===== src/sv/s2dec_pkg.sv =====
package s2dec_pkg;

  localparam int DIGIT_W = 4;
  localparam int CHAR_W  = 6;

  localparam logic [CHAR_W-1:0] CHAR_ZERO  = CHAR_W'(48);
  localparam logic [CHAR_W-1:0] CHAR_MINUS = CHAR_W'(45);

  typedef logic [DIGIT_W-1:0] digit_t;
  typedef logic [CHAR_W-1:0]  char_t;

  // Double-dabble correction: a digit of five or more gets three added
  // before the shift so that it carries correctly into the next digit.
  function automatic digit_t dabble_adjust(input digit_t d);
    digit_t res;
    res = d;
    if (d >= digit_t'(5)) begin
      res = d + digit_t'(3);
    end
    return res;
  endfunction

endpackage


===== src/sv/s2dec_bcd.sv =====
module s2dec_bcd
  import s2dec_pkg::*;
#(
  parameter int NDIG  = 10,
  parameter int IDX_W = 4
) (
  input  logic             clk,
  input  logic             clear,
  input  logic             shift_en,
  input  logic             bit_in,
  input  logic [IDX_W-1:0] digit_sel,
  output digit_t           digit_out,
  output logic [IDX_W-1:0] lead_idx
);

  localparam int BCD_W = NDIG * DIGIT_W;

  logic [BCD_W-1:0] bcd_r;
  logic [BCD_W-1:0] adj;
  logic [BCD_W-1:0] bcd_nxt;

  always_comb begin
    for (int i = 0; i < NDIG; i++) begin
      adj[i*DIGIT_W +: DIGIT_W] = dabble_adjust(bcd_r[i*DIGIT_W +: DIGIT_W]);
    end
  end

  always_comb begin
    bcd_nxt = bcd_r;
    if (clear) begin
      bcd_nxt = '0;
    end else if (shift_en) begin
      bcd_nxt = {adj[BCD_W-2:0], bit_in};
    end
  end

  always_ff @(posedge clk) begin
    bcd_r <= bcd_nxt;
  end

  // Position of the most significant nonzero digit; zero maps to digit 0.
  always_comb begin
    lead_idx = '0;
    for (int i = 0; i < NDIG; i++) begin
      if (bcd_r[i*DIGIT_W +: DIGIT_W] != '0) begin
        lead_idx = IDX_W'(i);
      end
    end
  end

  assign digit_out = bcd_r[digit_sel*DIGIT_W +: DIGIT_W];

endmodule


===== src/sv/signed_int_to_decimal_ascii_top.sv =====
// Channel  Direction  Ports                                Meaning
// in       input      in_valid, in_ready, in_value         one signed integer per item
// out      output     out_valid, out_ready, out_character, one ASCII character per item,
//                     out_last                             last set on the final one
//
// An integer is loaded, its VALUE_WIDTH magnitude bits are shifted bit-serially through
// double-dabble in the BCD shift register, and then characters are emitted one per cycle
// while the output slot is free. Characters leave through a registered output slot, and
// a stalled out_ready holds the conversion in its emit phase. A new integer is taken
// once the final character sits in the output register. Reset clears only control state.
module signed_int_to_decimal_ascii_top
  import s2dec_pkg::*;
#(
  parameter int VALUE_WIDTH = 32
) (
  input  logic                   clk,
  input  logic                   rst_n,
  input  logic                   in_valid,
  output logic                   in_ready,
  input  logic [VALUE_WIDTH-1:0] in_value,
  output logic                   out_valid,
  input  logic                   out_ready,
  output logic [CHAR_W-1:0]      out_character,
  output logic                   out_last
);

  // Digits in 2^(VALUE_WIDTH-1); 1233/4096 approximates log10(2).
  localparam int NDIG  = (((VALUE_WIDTH - 1) * 1233) >> 12) + 1;
  localparam int IDX_W = $clog2(NDIG);
  localparam int CNT_W = $clog2(VALUE_WIDTH);

  typedef enum logic [1:0] {
    ST_IDLE,
    ST_CONV,
    ST_EMIT
  } state_t;

  state_t                 state_r, state_nxt;
  logic [VALUE_WIDTH-1:0] mag_r, mag_nxt;
  logic                   neg_r, neg_nxt;
  logic                   first_r, first_nxt;
  logic [CNT_W-1:0]       bit_cnt_r, bit_cnt_nxt;
  logic [IDX_W-1:0]       dig_idx_r, dig_idx_nxt;
  logic                   out_valid_r, out_valid_nxt;
  char_t                  out_char_r, out_char_nxt;
  logic                   out_last_r, out_last_nxt;

  logic                   accept;
  logic                   slot_free;
  logic [IDX_W-1:0]       cur_idx;
  logic [IDX_W-1:0]       lead_idx;
  digit_t                 digit;

  assign in_ready  = (state_r == ST_IDLE);
  assign accept    = in_valid && in_ready;
  assign slot_free = !out_valid_r || out_ready;
  assign cur_idx   = first_r ? lead_idx : dig_idx_r;

  s2dec_bcd #(
    .NDIG  (NDIG),
    .IDX_W (IDX_W)
  ) u_bcd (
    .clk       (clk),
    .clear     (accept),
    .shift_en  (state_r == ST_CONV),
    .bit_in    (mag_r[VALUE_WIDTH-1]),
    .digit_sel (cur_idx),
    .digit_out (digit),
    .lead_idx  (lead_idx)
  );

  always_comb begin
    state_nxt     = state_r;
    mag_nxt       = mag_r;
    neg_nxt       = neg_r;
    first_nxt     = first_r;
    bit_cnt_nxt   = bit_cnt_r;
    dig_idx_nxt   = dig_idx_r;
    out_valid_nxt = out_valid_r && !out_ready;
    out_char_nxt  = out_char_r;
    out_last_nxt  = out_last_r;

    case (state_r)
      ST_IDLE: begin
        if (accept) begin
          neg_nxt     = in_value[VALUE_WIDTH-1];
          mag_nxt     = in_value[VALUE_WIDTH-1] ? (~in_value + 1'b1) : in_value;
          bit_cnt_nxt = '0;
          first_nxt   = 1'b1;
          state_nxt   = ST_CONV;
        end
      end
      ST_CONV: begin
        mag_nxt     = {mag_r[VALUE_WIDTH-2:0], 1'b0};
        bit_cnt_nxt = bit_cnt_r + 1'b1;
        if (bit_cnt_r == CNT_W'(VALUE_WIDTH - 1)) begin
          state_nxt = ST_EMIT;
        end
      end
      ST_EMIT: begin
        if (slot_free) begin
          out_valid_nxt = 1'b1;
          if (neg_r) begin
            // The sign goes out first, ahead of the digits.
            out_char_nxt = CHAR_MINUS;
            out_last_nxt = 1'b0;
            neg_nxt      = 1'b0;
          end else begin
            out_char_nxt = CHAR_ZERO + {{(CHAR_W - DIGIT_W){1'b0}}, digit};
            out_last_nxt = (cur_idx == '0);
            first_nxt    = 1'b0;
            dig_idx_nxt  = cur_idx - 1'b1;
            if (cur_idx == '0) begin
              state_nxt = ST_IDLE;
            end
          end
        end
      end
      default: begin
        state_nxt = ST_IDLE;
      end
    endcase
  end

  always_ff @(posedge clk) begin
    if (!rst_n) begin
      state_r     <= ST_IDLE;
      out_valid_r <= 1'b0;
    end else begin
      state_r     <= state_nxt;
      out_valid_r <= out_valid_nxt;
    end
    mag_r      <= mag_nxt;
    neg_r      <= neg_nxt;
    first_r    <= first_nxt;
    bit_cnt_r  <= bit_cnt_nxt;
    dig_idx_r  <= dig_idx_nxt;
    out_char_r <= out_char_nxt;
    out_last_r <= out_last_nxt;
  end

  assign out_valid     = out_valid_r;
  assign out_character = out_char_r;
  assign out_last      = out_last_r;

endmodule

===== config.mk =====
export PLATFORM = sky130hd
export DESIGN_NAME = signed_int_to_decimal_ascii_top
export DESIGN_NICKNAME = d
export VERILOG_FILES = /design/src/sv/s2dec_pkg.sv /design/src/sv/s2dec_bcd.sv /design/src/sv/signed_int_to_decimal_ascii_top.sv
export SDC_FILE = /design/constraint.sdc
export NUM_CORES = 1
export LEC_CHECK = 0
export BUFFER_PORTS_ARGS = -buffer_cell sky130_fd_sc_hd__buf_2
export CAP_MARGIN = 0
export CORE_MARGIN = 8
export CORE_UTILIZATION = 61
export DETAILED_ROUTE_END_ITERATION = 8
export GPL_ROUTABILITY_DRIVEN = 0
export PLACE_DENSITY_LB_ADDON = 0.1
export SLEW_MARGIN = 20
export SYNTH_ARGS = -nofsm -noshare
export SYNTH_HDL_FRONTEND = slang
export SYNTH_SLANG_ARGS = --single-unit

===== constraint.sdc =====
create_clock -name clk -period 3.2 [get_ports clk]
set_input_delay 0.32 -clock clk [delete_from_list [all_inputs] [get_ports clk]]
set_output_delay 0.32 -clock clk [all_outputs]
set_load 0.01 [all_outputs]

### Yosys cells after proc, flatten, opt, wreduce, memory -nomap -nowiden

Index checks and enable logic that the tools add are counted.

* output and inout port bits: 9
* input port bits: 36
* memory bits (read-only): 0
* latch bits: 0
* bits in writable memories: 0
* memories: 0
* logic and storage cells: 109
* register bits: 93

* $mul: 0
* order comparisons: 10
* mux-type cells: 40
* div/mod/pow operators: 0
* equality and inequality tests: 8
* bitwise logic cells: 2
* reductions and logical operators: 24
* shift operators: 1
* add/sub/neg operators: 14

Operators by type and width (count)
* $mux 32: 2
* $pmux 32 s2: 1
* $mux 4: 12
* $ge 4x3->1 const B: 10
* $shiftx 40x7->4: 1
* $add 4x2->4 const B: 9
* $reduce_bool 4->1: 9
* $add 32x1->32 const B: 1
* $not 32->32: 1
* $mux 3: 5
* $mux 2: 7
* $pmux 5 s2: 1
* $mux 1: 8
* $ne 2x2->1 const B: 4
* $add 5x5->6 const A: 1
* $pmux 2 s3: 1
* $reduce_and 3->1: 2
* $add 5x1->5 const B: 1
* $eq 5x5->1 const B: 1
* $mux 5: 1
* $reduce_and 5->1: 1
* $logic_not 4->1: 1
* $pmux 1 s2: 2
* $reduce_and 2->1: 2
* other kinds (12): 15

### Logic depth before layout (Yosys ltp)

* depth in word-level cells: 16
* gate-level depth with buffers: 12
* depth with buffers taken out: 11

### Cells and area by module

A second synthesis with hierarchy kept.

* cells, all modules: 625
* area, all modules: 5723.0 um^2

Modules (own cells, without submodules)
* signed_int_to_decimal_ascii_top: seq. area each 1531.5 um^2, cells each 279, area each 2939.1 um^2, instances 1
* s2dec_bcd: seq. area each 800.8 um^2, cells each 346, area each 2783.9 um^2, instances 1

### Worst setup path after synthesis

No wires, ideal clock.

* kind: register to register
* start: register u_bcd.bcd_r[20]
* end: register out_char_r[2], in the netlist out_character[2], data pin
* clock period less this slack: 2400 ps
* data arrival time: 2139 ps
* slack: 800 ps
* path buffers: 1
* cell stages (with the launch flop): 11
* setup time: 261 ps
* path through: dfxtp_1 inv_1 ha_1 or3b_1 o21ai_1 a31oi_1 o21ai_2 buf_6 mux2i_1 o21ai_0 o32a_1

* cells in the longest elaborated chain, start to end: 9

Ends and longest elaborated chain
* start, declared: line s2dec_bcd.sv:18 `logic [BCD_W-1:0] bcd_r;`
* start signal, assigned: line s2dec_bcd.sv:38 `bcd_r <= bcd_nxt;`
* $reduce_bool 4->1: line s2dec_bcd.sv:45 `if (bcd_r[i*DIGIT_W +: DIGIT_W] != '0) begin`
* $mux 3 (3 in series): line s2dec_bcd.sv:45
* $mux 4 (2 in series): line s2dec_bcd.sv:45
* $mux 4: line signed_int_to_decimal_ascii_top.sv:57 `assign cur_idx = first_r ? lead_idx : dig_idx_r;`
* $shiftx 40x7->4 *: line s2dec_bcd.sv:51 `assign digit_out = bcd_r[digit_sel*DIGIT_W +: DIGIT_W];`
* $add 5x5->6 *: line signed_int_to_decimal_ascii_top.sv:109 `out_char_nxt = CHAR_ZERO + {{(CHAR_W - DIGIT_W){1'b0}}, digit};`
* end signal, assigned: line signed_int_to_decimal_ascii_top.sv:138 `out_char_r <= out_char_nxt;`
* end, declared: line signed_int_to_decimal_ascii_top.sv:45 `char_t out_char_r, out_char_nxt;`

Mark *: on every way between the ends. The rest lies on a longest branch, timed or not.
A chain may end at the register's enable or synchronous reset.

### Worst setup path in the final report

* start: register u_bcd.bcd_r[20]
* end: register out_char_r[3], in the netlist out_character[3], data pin

The elaborated chain is that of the path after synthesis.

==> flow_summary_export.csv <==
group,metric,value,unit
floorplan,fp-row-count,35,
setup_path,crit_arrival,2970,ps
synth,ys_seq_area_share,41.7,%
timing,min_period,2850,ps
synth,async_flop_share,0,%
setup_path,reg2reg_depth,9,
timing,slew_viol_final,0,
pwr,power_switching_share,27.8,%
setup_path,start_kind,"flop",
pwr,p_seq_share,56.7,%
clocking,cts_resized,0,
synth,synth-seq-cells,92,
detailed_routing,via_per_inst,5.99,
timing,fin_ws,345,ps
timing,finalSetupViolations,0,
worst_hold_path,hold_path_depth,3,
finish,diodes,0,
synth,synth_edf_count,49,
synth,synth_cell_types,67,
clocking,numCtsBuffers,9,
finish,area_growth,8.19,%
synth,ys_warn_count,0,
place,placed_area,5880,µm²
place,post-dp-hpwl,8.84,mm
global_route,grtUsageTotal,20.4,%
synth,syn_area,5590,µm²
synth,synth_top_area_cell,"edfxtp_1",
pwr,power.density,403,nW/µm²
timing,skew,10.5,ps
setup_path,cp_max_fo,9,
floorplan,die_w,112,µm
timing,fmax,350,MHz
global_route,antenna_found_initial,0,
detailed_routing,via_count,4556,
timing,hold_violations,0,
floorplan,num_io_pins,45,
setup_path,worstPathRequired,3310,ps
place,placed_cells,744,
clocking,clockBufferDepth,2,
clocking,ctsHoldBuffers,0,
clocking,clock-sinks,92,
clocking,root_buffer,"clkbuf_8",
timing,slew_headroom,38.3,%
synth,yosysTopAreaCellShare,26.3,%
floorplan,core_region_area,9060,µm²
clocking,cts_tree,"yes",
synth,synth_ff_type,"edfxtp_1",
detailed_routing,drtPass1Iterations,6,
timing,rsz0062_at_grt,"false",
global_route,overflow,0,
setup_path,endpoint_kind,"flop",
setup_path,crit_type,"flop to flop",
global_route,grt_max_degree,42,
clocking,postCtsSetupRepairBufs,0,
timing,setup_tns,0,ps
detailed_routing,drt_drc_violations_left,0,
pwr,power_frac_clock,29.1,%
finish,nNetsFinal,709,
place,portBuffers,43,
synth,syn_inst,611,
timing,worstMarginPinSlew,925,ps
detailed_routing,drtAntennaViolNets,0,
timing,post-route-period-util,89.2,%
floorplan,die_area,12500,µm²
pwr,ir_worst_vdd,0.319,mV
synth,synthTopCellsByCount,"66 x nand2_1, 66 x o21ai_0, 49 x edfxtp_1, 43 x dfxtp_1, 39 x xor2_1",
synth,avgSynthCellArea,9.15,µm²
global_route,grt_pass1_wl,20.9,mm
synth,syn-num-nets,676,
detailed_routing,drt_iter0_markers,319,
floorplan,initial_utilization,61.7,%
detailed_routing,totalWireLength,12.3,mm
pwr,power_leakage,0.00235,µW
detailed_routing,wl_per_cell,16.2,µm
clocking,clk_latency,370,ps
finish,design_area,6050,µm²
clocking,clkTransAtPathRegs,90,ps
status,status,"finished clean",
worst_hold_path,hp-class,"primary input to flop",
pwr,internal_power,1760,µW
pwr,p_sw,678,µW
floorplan,die_h,112,µm
global_route,grt_pass1_vias,4430,
synth,netlist_top_cells_area,"edfxtp_1 26%, dfxtp_1 15%, ha_1 6.5%",
pwr,comb_power_share,14.1,%
finish,drive_gt1_share,13.9,%
clocking,h-tree-depth,3,
job,drv_cap,0,
place,pre_cts_ws,368,ps
finish,stdcell_count,760,
[logic make-up after synthesis]
| group | Yosys count | synth area share (%) |
|---|---|---|
| buf+inv | 59 | 4.43 |
| fa+ha+maj | 29 | 6.49 |
| flops | 92 | 41.7 |
| compound gates | 173 | 19.2 |
| mux | 13 | 2.33 |
| xor+xnor | 52 | 8.15 |
| simple gates | 192 | 17.7 |
| other cells | 1 | 0.0671 |
[stage by stage]
stage	util [%]	power, µW	hold slack (ps)
after floorplan	-	1640	418
after global placement	64.9	1740	419
after detailed placement	64.9	1750	438
after CTS	66.7	2450	221
after global routing	66.7	2550	275
final	66.7	2440	234
[routing by layer]
metal,GRT usage [%],vias up,routed length [µm]
met5,0,-,0
met4,7.47,0,248
met3,4.27,22,767
met2,32.4,152,5720
met1,26.7,2121,5550
li1,-,2261,-
[registers in the layout, summed over array words and instances (netlist names)]
| register | count |
|---|---|
| out_last | 1 |
| out_character | 5 |
| first_r | 1 |
| u_bcd.bcd_r | 40 |
| state_r | 2 |
| out_valid | 1 |
| dig_idx_r | 4 |
| bit_cnt_r | 5 |
| mag_r | 32 |
| neg_r | 1 |
[cells in the final DEF, fill, tap and decap left out, types with 2 or more instances in the layout]
cell type	count
nand4_2	2
nand2_1	66
or3_1	2
nand2b_1	14
o221ai_1	2
o2111ai_1	3
inv_6	2
inv_1	29
o21ai_2	2
o41ai_2	3
clkbuf_8	9
a31oi_1	3
ha_1	29
nor3b_1	5
o32ai_1	9
o41ai_1	2
nand3_1	35
nor3b_2	2
o31ai_1	9
nor3_1	3
or3b_1	3
xnor2_1	13
or4_1	2
nor3_2	2
buf_2	43
nor2_1	35
o21ai_0	66
xor2_1	39
a21oi_1	34
buf_4	8
o21ai_1	20
a22o_1	2
and2_1	5
edfxtp_1	49
or4_4	3
mux2i_1	13
nor2b_1	2
dfxtp_1	43
and3_1	2
[cell type report]
| cell class | count | area (µm²) |
|---|---|---|
| clock buffers | 10 | 128 |
| repair buffers | 51 | 275 |
| well taps | 111 | 139 |
| inverters | 30 | 115 |
| flip-flops and latches | 92 | 2330 |
| multi-input cells | 460 | 3020 |
| clock inverters | 6 | 38.8 |
| fillers | 778 | 3020 |
[power by group through the flow]
stage	clock (µW)	combinational, µW	sequential [µW]
floorplan	0	247	1400
global placement	0	334	1410
detailed placement	0	345	1410
CTS	719	345	1380
global route	767	387	1390
finish	710	345	1380
[final timing paths]
| path | start | endpoint | slack, ps |
|---|---|---|---|
| worst max register to register | u_bcd.bcd_r[20] | out_character[3] | 350 |
| worst min register to register | mag_r[31] | u_bcd.bcd_r[0] | 470 |
| worst min-delay path | rst_n | state_r[1] | 230 |
| worst max-delay path | u_bcd.bcd_r[20] | out_character[3] | 350 |
[worst max-delay path, stage by stage, from the launching register on]
cell and delay, ps:
dfxtp_1 360, inv_1 110, ha_1 270, or3b_1 420, o21ai_1 150, a31oi_1 80
o21ai_2 450, buf_4 250, a32oi_1 100, a2111o_1 420
Note: power is estimated with default switching activity, not from simulation.
